## config.mk

```make
export PLATFORM = sky130hd
export DESIGN_NAME = token_bucket_limiter
export DESIGN_NICKNAME = d
export VERILOG_FILES = /design/src/rtl/core/tbl_pkg.sv /design/src/rtl/core/tbl_mul.sv /design/src/rtl/core/tbl_div.sv /design/src/rtl/core/token_bucket_limiter.sv
export SDC_FILE = /design/constraint.sdc
export NUM_CORES = 2
export LEC_CHECK = 0
export CELL_PAD_IN_SITES_DETAIL_PLACEMENT = 0
export CELL_PAD_IN_SITES_GLOBAL_PLACEMENT = 1
export CORE_MARGIN = 10
export CORE_UTILIZATION = 45
export CTS_CLUSTER_SIZE = 10
export DETAILED_ROUTE_END_ITERATION = 8
export DONT_BUFFER_PORTS = 1
export PLACE_DENSITY = 0.82
export SLEW_MARGIN = 15
export SYNTH_ARGS = -nofsm -noshare
export SYNTH_HDL_FRONTEND = slang
export SYNTH_SLANG_ARGS = --single-unit
```

## constraint.sdc

```tcl
create_clock -name clk -period 8.3 [get_ports clk]
set_clock_uncertainty 0.15 [all_clocks]
set_input_delay 1.245 -clock clk [delete_from_list [all_inputs] [get_ports clk]]
set_output_delay 1.245 -clock clk [all_outputs]
set_load 0.005 [all_outputs]
```

## src/rtl/core/tbl_pkg.sv

```systemverilog
// shared types and constants for the token bucket limiter
// no dependencies; imported by tbl_mul, tbl_div and token_bucket_limiter
package tbl_pkg;

    // fixed field widths
    localparam int RATE_W  = 30;
    localparam int COST_W  = 32;
    localparam int CHUNK_W = 32;

    // nanoseconds per second, fits the rate width
    localparam logic [RATE_W-1:0] NS_PER_SEC = 30'd1000000000;

    // configuration register indexes
    typedef logic [0:0] cfg_idx_t;
    localparam cfg_idx_t REG_CAPACITY = 1'b0;
    localparam cfg_idx_t REG_RATE     = 1'b1;

endpackage

```

## src/rtl/core/tbl_mul.sv

```systemverilog
// chunked multiplier: A_WIDTH x RATE_W, one 32-bit chunk of a per cycle
// depends on tbl_pkg
module tbl_mul #(
    parameter int A_WIDTH = 64
) (
    input  logic                                   clk,
    input  logic                                   rst_n,
    input  logic                                   start,
    input  logic [A_WIDTH-1:0]                     a,
    input  logic [tbl_pkg::RATE_W-1:0]             b,
    output logic                                   done,
    output logic [A_WIDTH+tbl_pkg::RATE_W-1:0]     product
);
    import tbl_pkg::*;

    localparam int NCH = A_WIDTH / CHUNK_W;
    localparam int PW  = A_WIDTH + RATE_W;
    localparam int CNT_W = $clog2(NCH + 1);

    logic [A_WIDTH-1:0] a_reg;
    logic [RATE_W-1:0]  b_reg;
    logic [PW-1:0]      acc_reg;
    logic [PW-1:0]      acc_next;
    logic [CNT_W-1:0]   cnt_reg;
    logic               busy_reg;
    logic               done_reg;
    logic [CHUNK_W+RATE_W-1:0] part;

    // one partial product per cycle, most significant chunk first
    always_comb
    begin
        part     = a_reg[A_WIDTH-1 -: CHUNK_W] * b_reg;
        acc_next = (acc_reg << CHUNK_W) + PW'(part);
    end

    // control and datapath registers
    always_ff @(posedge clk or negedge rst_n)
    begin
        if (!rst_n)
        begin
            busy_reg <= 1'b0;
            done_reg <= 1'b0;
            cnt_reg  <= '0;
        end
        else
        begin
            done_reg <= 1'b0;
            if (start)
            begin
                a_reg    <= a;
                b_reg    <= b;
                acc_reg  <= '0;
                cnt_reg  <= CNT_W'(NCH);
                busy_reg <= 1'b1;
            end
            else if (busy_reg)
            begin
                acc_reg <= acc_next;
                a_reg   <= a_reg << CHUNK_W;
                cnt_reg <= cnt_reg - 1'b1;
                if (cnt_reg == CNT_W'(1))
                begin
                    busy_reg <= 1'b0;
                    done_reg <= 1'b1;
                end
            end
        end
    end

    assign done    = done_reg;
    assign product = acc_reg;

endmodule

```

## src/rtl/core/tbl_div.sv

```systemverilog
// restoring divider, two quotient bits per cycle, RATE_W-bit divisor
// depends on tbl_pkg
module tbl_div #(
    parameter int DVD_WIDTH = 94,
    parameter int QUO_WIDTH = 64
) (
    input  logic                        clk,
    input  logic                        rst_n,
    input  logic                        start,
    input  logic [DVD_WIDTH-1:0]        dividend,
    input  logic [tbl_pkg::RATE_W-1:0]  divisor,
    output logic                        done,
    output logic [QUO_WIDTH-1:0]        quotient
);
    import tbl_pkg::*;

    localparam int STEPS = QUO_WIDTH / 2;
    localparam int CNT_W = $clog2(STEPS + 1);

    logic [RATE_W-1:0]    rem_reg;
    logic [RATE_W-1:0]    rem_next;
    logic [QUO_WIDTH-1:0] quo_reg;
    logic [QUO_WIDTH-1:0] quo_next;
    logic [RATE_W-1:0]    dvs_reg;
    logic [CNT_W-1:0]     cnt_reg;
    logic                 busy_reg;
    logic                 done_reg;

    // two chained compare-subtract steps
    always_comb
    begin
        logic [RATE_W:0]   t1;
        logic [RATE_W:0]   t2;
        logic [RATE_W-1:0] r1;
        logic              ge1;
        logic              ge2;
        t1  = {rem_reg, quo_reg[QUO_WIDTH-1]};
        ge1 = (t1 >= {1'b0, dvs_reg});
        r1  = ge1 ? RATE_W'(t1 - {1'b0, dvs_reg}) : t1[RATE_W-1:0];
        t2  = {r1, quo_reg[QUO_WIDTH-2]};
        ge2 = (t2 >= {1'b0, dvs_reg});
        rem_next = ge2 ? RATE_W'(t2 - {1'b0, dvs_reg}) : t2[RATE_W-1:0];
        quo_next = {quo_reg[QUO_WIDTH-3:0], ge1, ge2};
    end

    // control and datapath registers
    always_ff @(posedge clk or negedge rst_n)
    begin
        if (!rst_n)
        begin
            busy_reg <= 1'b0;
            done_reg <= 1'b0;
            cnt_reg  <= '0;
        end
        else
        begin
            done_reg <= 1'b0;
            if (start)
            begin
                rem_reg  <= RATE_W'(dividend >> QUO_WIDTH);
                quo_reg  <= dividend[QUO_WIDTH-1:0];
                dvs_reg  <= divisor;
                cnt_reg  <= CNT_W'(STEPS);
                busy_reg <= 1'b1;
            end
            else if (busy_reg)
            begin
                rem_reg <= rem_next;
                quo_reg <= quo_next;
                cnt_reg <= cnt_reg - 1'b1;
                if (cnt_reg == CNT_W'(1))
                begin
                    busy_reg <= 1'b0;
                    done_reg <= 1'b1;
                end
            end
        end
    end

    assign done     = done_reg;
    assign quotient = quo_reg;

endmodule

```

## src/rtl/core/token_bucket_limiter.sv

```systemverilog
// token bucket rate limiter: top level with sequencer and bucket state
// depends on tbl_pkg, tbl_mul, tbl_div
//
//   channel   direction  handshake            payload
//   in        sink       in_valid / in_stall   now_time, cost
//   out       source     out_valid / out_stall granted, tokens_left
//   cfg       sink       cfg_valid / cfg_ready cfg_index, cfg_data
//
// a refilling request makes two passes each through the chunked multiplier
// and the 2-bit/cycle divider; only one when the first division yields no
// token, and none with no refill or for cost zero
// one request at a time; in_stall is high while a request is in flight
// the result sits in an output register, so a stalled output holds the next
// request only at its final step; reset empties the bucket, rate and time
module token_bucket_limiter #(
    parameter int COUNT_WIDTH = 32,
    parameter int TIME_WIDTH  = 63
) (
    input  logic                          clk,
    input  logic                          rst_n,
    input  logic                          in_valid,
    output logic                          in_stall,
    input  logic [TIME_WIDTH-1:0]         now_time,
    input  logic [tbl_pkg::COST_W-1:0]    cost,
    output logic                          out_valid,
    input  logic                          out_stall,
    output logic                          granted,
    output logic [COUNT_WIDTH-1:0]        tokens_left,
    input  logic                          cfg_valid,
    output logic                          cfg_ready,
    input  tbl_pkg::cfg_idx_t             cfg_index,
    input  logic [((COUNT_WIDTH > tbl_pkg::RATE_W) ? COUNT_WIDTH : tbl_pkg::RATE_W)-1:0] cfg_data
);
    import tbl_pkg::*;

    localparam int AW  = TIME_WIDTH + 1;
    localparam int MA  = ((AW + CHUNK_W - 1) / CHUNK_W) * CHUNK_W;
    localparam int PW  = MA + RATE_W;
    localparam int DW  = TIME_WIDTH + RATE_W + 1;
    localparam int QW  = 2 * ((AW + 1) / 2);
    localparam int WW  = (COUNT_WIDTH > AW) ? COUNT_WIDTH : AW;
    localparam int GW  = (COUNT_WIDTH > COST_W) ? COUNT_WIDTH : COST_W;

    typedef enum logic [2:0] {
        S_IDLE,
        S_MUL1,
        S_DIV1,
        S_MUL2,
        S_DIV2,
        S_GRANT,
        S_EMIT
    } state_t;

    state_t                  state_reg;
    logic [COUNT_WIDTH-1:0]  cap_reg;
    logic [RATE_W-1:0]       rate_reg;
    logic [COUNT_WIDTH-1:0]  tok_reg;
    logic [TIME_WIDTH-1:0]   last_time_reg;
    logic [TIME_WIDTH-1:0]   elapsed_reg;
    logic [AW-1:0]           added_reg;
    logic [COST_W-1:0]       cost_reg;
    logic                    ok_reg;
    logic                    out_valid_reg;
    logic                    granted_reg;
    logic [COUNT_WIDTH-1:0]  tokens_left_reg;
    logic                    mul_start_reg;
    logic                    div_start_reg;

    logic                    mul_done;
    logic [PW-1:0]           mul_product;
    logic [MA-1:0]           mul_a;
    logic [RATE_W-1:0]       mul_b;
    logic                    div_done;
    logic [QW-1:0]           div_quotient;
    logic [RATE_W-1:0]       div_divisor;
    logic                    in_accept;
    logic                    out_free;
    logic [COUNT_WIDTH-1:0]  tok_refilled;
    logic                    enough;

    assign in_accept = in_valid && !in_stall;
    assign out_free  = !out_valid_reg || !out_stall;

    // operand selection for the shared units
    assign mul_a       = (state_reg == S_MUL1) ? MA'(elapsed_reg) : MA'(added_reg);
    assign mul_b       = (state_reg == S_MUL1) ? rate_reg : NS_PER_SEC;
    assign div_divisor = (state_reg == S_DIV1) ? NS_PER_SEC : rate_reg;

    tbl_mul #(
        .A_WIDTH (MA)
    ) u_mul (
        .clk     (clk),
        .rst_n   (rst_n),
        .start   (mul_start_reg),
        .a       (mul_a),
        .b       (mul_b),
        .done    (mul_done),
        .product (mul_product)
    );

    tbl_div #(
        .DVD_WIDTH (DW),
        .QUO_WIDTH (QW)
    ) u_div (
        .clk      (clk),
        .rst_n    (rst_n),
        .start    (div_start_reg),
        .dividend (mul_product[DW-1:0]),
        .divisor  (div_divisor),
        .done     (div_done),
        .quotient (div_quotient)
    );

    // saturating refill of the token count
    always_comb
    begin
        logic [WW-1:0] cap_w;
        logic [WW-1:0] tok_w;
        logic [WW-1:0] add_w;
        cap_w = WW'(cap_reg);
        tok_w = WW'(tok_reg);
        add_w = WW'(added_reg);
        if (tok_w >= cap_w)
            tok_refilled = cap_reg;
        else if (add_w >= cap_w - tok_w)
            tok_refilled = cap_reg;
        else
            tok_refilled = COUNT_WIDTH'(tok_w + add_w);
    end

    // enough tokens for the pending cost
    assign enough = (GW'(tok_reg) >= GW'(cost_reg));

    // sequencer, bucket state and output register
    always_ff @(posedge clk or negedge rst_n)
    begin
        if (!rst_n)
        begin
            state_reg     <= S_IDLE;
            cap_reg       <= '0;
            rate_reg      <= '0;
            tok_reg       <= '0;
            last_time_reg <= '0;
            out_valid_reg <= 1'b0;
            mul_start_reg <= 1'b0;
            div_start_reg <= 1'b0;
            ok_reg        <= 1'b0;
        end
        else
        begin
            mul_start_reg <= 1'b0;
            div_start_reg <= 1'b0;
            if (out_valid_reg && !out_stall)
                out_valid_reg <= 1'b0;

            // configuration write transaction
            if (cfg_valid && cfg_ready)
            begin
                case (cfg_index)
                    REG_CAPACITY:
                    begin
                        cap_reg <= cfg_data[COUNT_WIDTH-1:0];
                        tok_reg <= cfg_data[COUNT_WIDTH-1:0];
                    end
                    REG_RATE:
                        rate_reg <= cfg_data[RATE_W-1:0];
                    default:
                        ;
                endcase
            end

            case (state_reg)
                S_IDLE:
                begin
                    if (in_accept)
                    begin
                        cost_reg <= cost;
                        if (cost == '0)
                        begin
                            ok_reg    <= 1'b1;
                            state_reg <= S_EMIT;
                        end
                        else if (rate_reg == '0 || now_time <= last_time_reg)
                            state_reg <= S_GRANT;
                        else
                        begin
                            elapsed_reg   <= now_time - last_time_reg;
                            mul_start_reg <= 1'b1;
                            state_reg     <= S_MUL1;
                        end
                    end
                end
                S_MUL1:
                begin
                    if (mul_done)
                    begin
                        div_start_reg <= 1'b1;
                        state_reg     <= S_DIV1;
                    end
                end
                S_DIV1:
                begin
                    if (div_done)
                    begin
                        if (div_quotient == '0)
                            state_reg <= S_GRANT;
                        else
                        begin
                            added_reg     <= div_quotient[AW-1:0];
                            mul_start_reg <= 1'b1;
                            state_reg     <= S_MUL2;
                        end
                    end
                end
                S_MUL2:
                begin
                    if (mul_done)
                    begin
                        div_start_reg <= 1'b1;
                        state_reg     <= S_DIV2;
                    end
                end
                S_DIV2:
                begin
                    // advance time only by what the whole tokens used
                    if (div_done)
                    begin
                        last_time_reg <= last_time_reg + div_quotient[TIME_WIDTH-1:0];
                        tok_reg       <= tok_refilled;
                        state_reg     <= S_GRANT;
                    end
                end
                S_GRANT:
                begin
                    ok_reg <= enough;
                    if (enough)
                        tok_reg <= tok_reg - COUNT_WIDTH'(cost_reg);
                    state_reg <= S_EMIT;
                end
                S_EMIT:
                begin
                    if (out_free)
                    begin
                        out_valid_reg   <= 1'b1;
                        granted_reg     <= ok_reg;
                        tokens_left_reg <= tok_reg;
                        state_reg       <= S_IDLE;
                    end
                end
                default:
                    state_reg <= S_IDLE;
            endcase
        end
    end

    assign in_stall    = (state_reg != S_IDLE);
    assign cfg_ready   = (state_reg == S_IDLE);
    assign out_valid   = out_valid_reg;
    assign granted     = granted_reg;
    assign tokens_left = tokens_left_reg;

endmodule
```

After elaboration in Yosys (flattened, before gate mapping)
Cells that the tools add are included.
Widths: inputs -> output; s select.
{ "totals": {"regBits": 680, "latchBits": 0, "ram_bits": 0, "rom_bits": 0, "in_bits": 133, "output_inout_bits": 36, "wordCells": 149, "n_memories": 0} }
{ "op_classes": {"n_addsub": 10, "n_mul": 1, "div": 0, "n_lt_le_gt_ge": 6, "eq_ne": 15, "shifts": 0, "mux": 57, "bitwise": 4, "reduce_logical": 30} }
{ "ops": {"columns": ["op", "n"], "rows": [
  ["$mux 64", 5],
  ["$mux 32", 6],
  ["$mux 30", 4],
  ["$add 94x62->94", 1],
  ["$mux 94", 1],
  ["$ge 32x32->1", 2],
  ["$ge 64x64->1", 1],
  ["$logic_not 64->1", 1],
  ["$pmux 32 s2", 1],
  ["$add 63x63->63", 1],
  ["$le 63x63->1", 1],
  ["$sub 63x63->63", 1],
  ["$ge 31x30->1", 2],
  ["$mul 32x30->62", 1],
  ["$sub 30x30->30", 2],
  ["$sub 32x32->33", 1],
  ["$add 32x32->32", 1],
  ["$logic_not 32->1", 1],
  ["$sub 32x32->32", 1],
  ["$logic_not 30->1", 1],
  ["$mux 3", 9],
  ["$mux 1", 24],
  ["$pmux 3 s7", 1],
  ["$reduce_and 2->1", 7],
  ["other kinds (24)", 47]
]} }

Depth between registers and ports, before layout
{ "logic_depth": {"depth_word": 6, "ltp_mapped": 34, "mapped_depth_nobuf": 31} }

By module
From an unflattened synthesis, not the netlist that was laid out.
{ "unflattened": {"hier_cells": 8213, "hier_area_um2": 77981.0} }
{ "modules_own_cells": {"columns": ["mod", "n_inst", "cells_per_inst", "area_per_inst_um2"], "rows": [
  ["tbl_mul", 1, 4433, 41773.8],
  ["token_bucket_limiter", 1, 2944, 27242.4],
  ["tbl_div", 1, 836, 8964.8]
]} }

Worst setup path before layout
OpenSTA, ideal clock, no wires.
{ "synth_path": {"path_type": "flip-flop to flip-flop", "startpoint": "register u_mul.b_reg[20]", "endpoint": "register u_mul.acc_reg[80] (netlist: u_mul.product[80]), data pin", "arrival_ps": 7858, "required_ps": 7983, "path_slack_ps": 125, "path_stages_with_launch": 33, "period_less_slack_ps": 8175, "cell_sequence": "edfxtp_1 clkbuf_1 and2_1 fa_1 inv_1 fa_1 inv_1 fa_1 inv_1 fa_1 inv_1 fa_1 fa_1 fa_1 inv_1 fa_1 inv_1 ha_1 clkbuf_1 a21o_1 a21o_1 a21oi_1 o21ai_0 a211oi_2 nor4_2 a211oi_1 o21ai_1 o31a_2 nand2_1 buf_2 nor3_1 xnor2_1 a211oi_1"} }
{ "synth_between": {"elab_chain_len": 3} }
{ "synth_lines": {"columns": ["element", "line", "rtl"], "rows": [
  ["start, declared", "tbl_mul.sv:21", "logic [RATE_W-1:0] b_reg;"],
  ["start signal, assigned", "tbl_mul.sv:51", "b_reg <= b;"],
  ["$mul 32x30->62", "tbl_mul.sv:32", "part = a_reg[A_WIDTH-1 -: CHUNK_W] * b_reg;"],
  ["$add 94x62->94", "tbl_mul.sv:33", "acc_next = (acc_reg << CHUNK_W) + PW'(part);"],
  ["$mux 94", "tbl_mul.sv:56", "else if (busy_reg)"],
  ["end signal, assigned", "tbl_mul.sv:58", "acc_reg <= acc_next;"],
  ["end, declared", "tbl_mul.sv:22", "logic [PW-1:0] acc_reg;"]
]} }
Every way passes these cells.
A chain may end at the register's enable or synchronous reset.

Final worst setup path
{ "layout_path": {"startpoint": "register u_mul.b_reg[3]", "endpoint": "register u_mul.acc_reg[70] (netlist: u_mul.product[70]), data pin"} }
The elaborated chain is that of the path after synthesis.

==> flow_metrics.tcl <==
set metrics [dict create \
    run_status "finished, violations left" \
    violations "negative setup slack" \
    drive_above_1_share 0.134 \
    holdBufCountCts 0 \
    maxCapViolations 0 \
    final_hold_viol_count 0 \
    clkTransAtPathRegs_ns 0.06 \
    synth_fp_nets 9843 \
    cpLargestDelayFamily "adder cells" \
    relSlewSlack 0.0707 \
    yosysTopAreaCellShare 0.228 \
    syn_inst 8212 \
    crit_required_ns 8.68 \
    grt_pass1_wl_um 377000 \
    grt_max_degree 278 \
    placed_cell_area_mm2 0.0825 \
    synth-edff-count 504 \
    synthArstFlopShare 0.259 \
    dp_hpwl_um 198000 \
    synth.distinct_cells 88 \
    vias_per_cell 5.61 \
    ys_ff_latch 680 \
    fin_area_mm2 0.0878 \
    syn_area_mm2 0.0770 \
    drtIter0Drc 5073 \
    cp.arrival_ns 8.80 \
    dieHeight_um 434 \
    clock_sinks 680 \
    grt_usage 0.260 \
    rsz0062_at_grt "yes" \
    rr_startpoint "u_mul.b_reg[3]" \
    finalCritPeriodShare 1.02 \
    start_util 0.454 \
    yosysTopAreaCell "fa_1" \
    largest_register_ffs 94 \
    worst-path-stages 30 \
    antenna_found_initial 15 \
    portBuffers 0 \
    fmax_mhz 119 \
    mostFrequentLayoutCells "inv_1 (1223), nand2_1 (975), fa_1 (815)" \
    worst_pin_slew_ns 1.39 \
    timing.rr.end "u_mul.product[70]" \
    yosysSeqAreaShare 0.254 \
    grt_pass1_vias 60800 \
    htree_levels 3 \
    yosysWarnings 0 \
    setup_viol 23 \
    place.gp.congestion 0.954 \
    yosys-top-cells-area "fa_1 (23%), edfxtp_1 (20%), ha_1 (10%)" \
    cts_made_buffers 87 \
    vias 60200 \
    cp_num_buf_inv 9 \
    final.min_clock_period_ns 8.43 \
    die_x_um 434 \
    synth_ff_type "edfxtp_1" \
    placed_cells 10500 \
    cts_buffer_depth 3 \
    r2r_slack_ns -0.13 \
    cts_tree "built" \
    crit_end "u_mul.product[70]" \
    critical_path_class "register to register" \
    hold_path_class "primary input to asynchronous set/reset pin" \
    startpoint "u_mul.b_reg[3]" \
    setup_ws_ns -0.128 \
    whs_ns 0.0954 \
    layout_commonest_cell "inv_1" \
    slew_viol_final 0 \
    tns_ns -1.54 \
    final_antenna_net_count 0 \
    routedWlPerCell_um 22.9 \
    routed_wl_um 246000 \
    area_growth_pct 14.1 \
    ios 169 \
    fp-row-count 151 \
    avgSynthCellArea_um2 9.37 \
    die_area_mm2 0.188 \
    core_mm2 0.170 \
    cp_slowest_cell "fa_2" \
    nets 10100 \
    drc 0 \
    dr.pass1.iters 6 \
    end_kind "register" \
    worstRegToRegCells 30 \
    clock-root-buffer "clkbuf_16" \
    cp_max_fo 6 \
    slowest_delay_ns 0.57 \
    globalRouteOverflowTotal 0 \
    fin_cells 10700 \
    startpoint_type "register" \
    clock_latency_ns 0.72 \
]
==> what timing repair did <==
action / CTS / global route
pin swaps: 184 / 151
buffers inserted: 36 / 38
gates cloned: 10 / 3
gates resized for setup: 222 / 189
setup endpoints to repair: 51 / 57
==> logic make-up after synthesis <==
family | synth area share
AND/OR/NAND/NOR | 0.153
buffers and inverters | 0.0814
adder cells (fa/ha/maj) | 0.329
AO/OA/AOI/OAI | 0.117
flip-flops | 0.254
XOR/XNOR | 0.0384
multiplexers | 0.0283
==> cell usage after synthesis, drive strengths merged (109+ instances only) <==
cell    instances
and2          561
clkbuf        365
mux2          109
xnor2         185
dfrtp         176
a21oi         404
inv          1272
xor2          152
a21o          237
o21ai         303
fa            876
edfxtp        504
ha            622
nor2          342
nand2         991
==> per-layer routing <==
layer | global-route usage | share of wire | up-vias
met4 | 0.0977 | 0.045 | 12
met2 | 0.407 | 0.45 | 2273
li1 | - | - | 27500
met3 | 0.0535 | 0.085 | 453
met1 | 0.354 | 0.42 | 30000
met5 | 0 | 0.00037 | -
==> per-stage QoR <==
step	setup WS [ns]	util
global route	-0.365	0.517
finish	-0.128	0.518
global placement	-0.555	0.486
detailed placement	-0.543	0.486
CTS	-0.109	0.511
floorplan	0.125	-
==> cell type report <==
type / count / area, um^2
flip-flops and latches: 680 / 19600
diodes: 5 / 12.5
fillers: 15200 / 81900
clock buffers: 127 / 2460
inverters: 1272 / 4780
multi-input cells: 5873 / 52700
clock inverters: 26 / 394
repair buffers: 534 / 5160
well taps: 2218 / 2780
==> worst register-to-register path, delay by kind of cell, from the launching register on <==
kind	cells	cell delay, ns
adder cells (fa/ha/maj)	9	4.37
AND/OR/NAND/NOR	6	1.40
buffers and inverters	9	0.92
AO/OA/AOI/OAI	5	0.85
flip-flops	1	0.45
XOR/XNOR	1	0.13
==> how the worst min path moves through the flow <==
stage               slack [ns]          end  startpoint  depth (start not counted)
floorplan                 0.28      granted      ok_reg                          0
global placement          0.31      granted      ok_reg                          0
detailed placement        0.30      granted      ok_reg                          0
CTS                       0.06  tok_reg[31]       rst_n                          0
global route              0.07  tok_reg[26]       rst_n                          0
finish                     0.1  tok_reg[26]       rst_n                          0
Power is left out: the tool's default activity adds up to more than one toggle a clock period on the data nets, which glitch-free logic cannot reach.
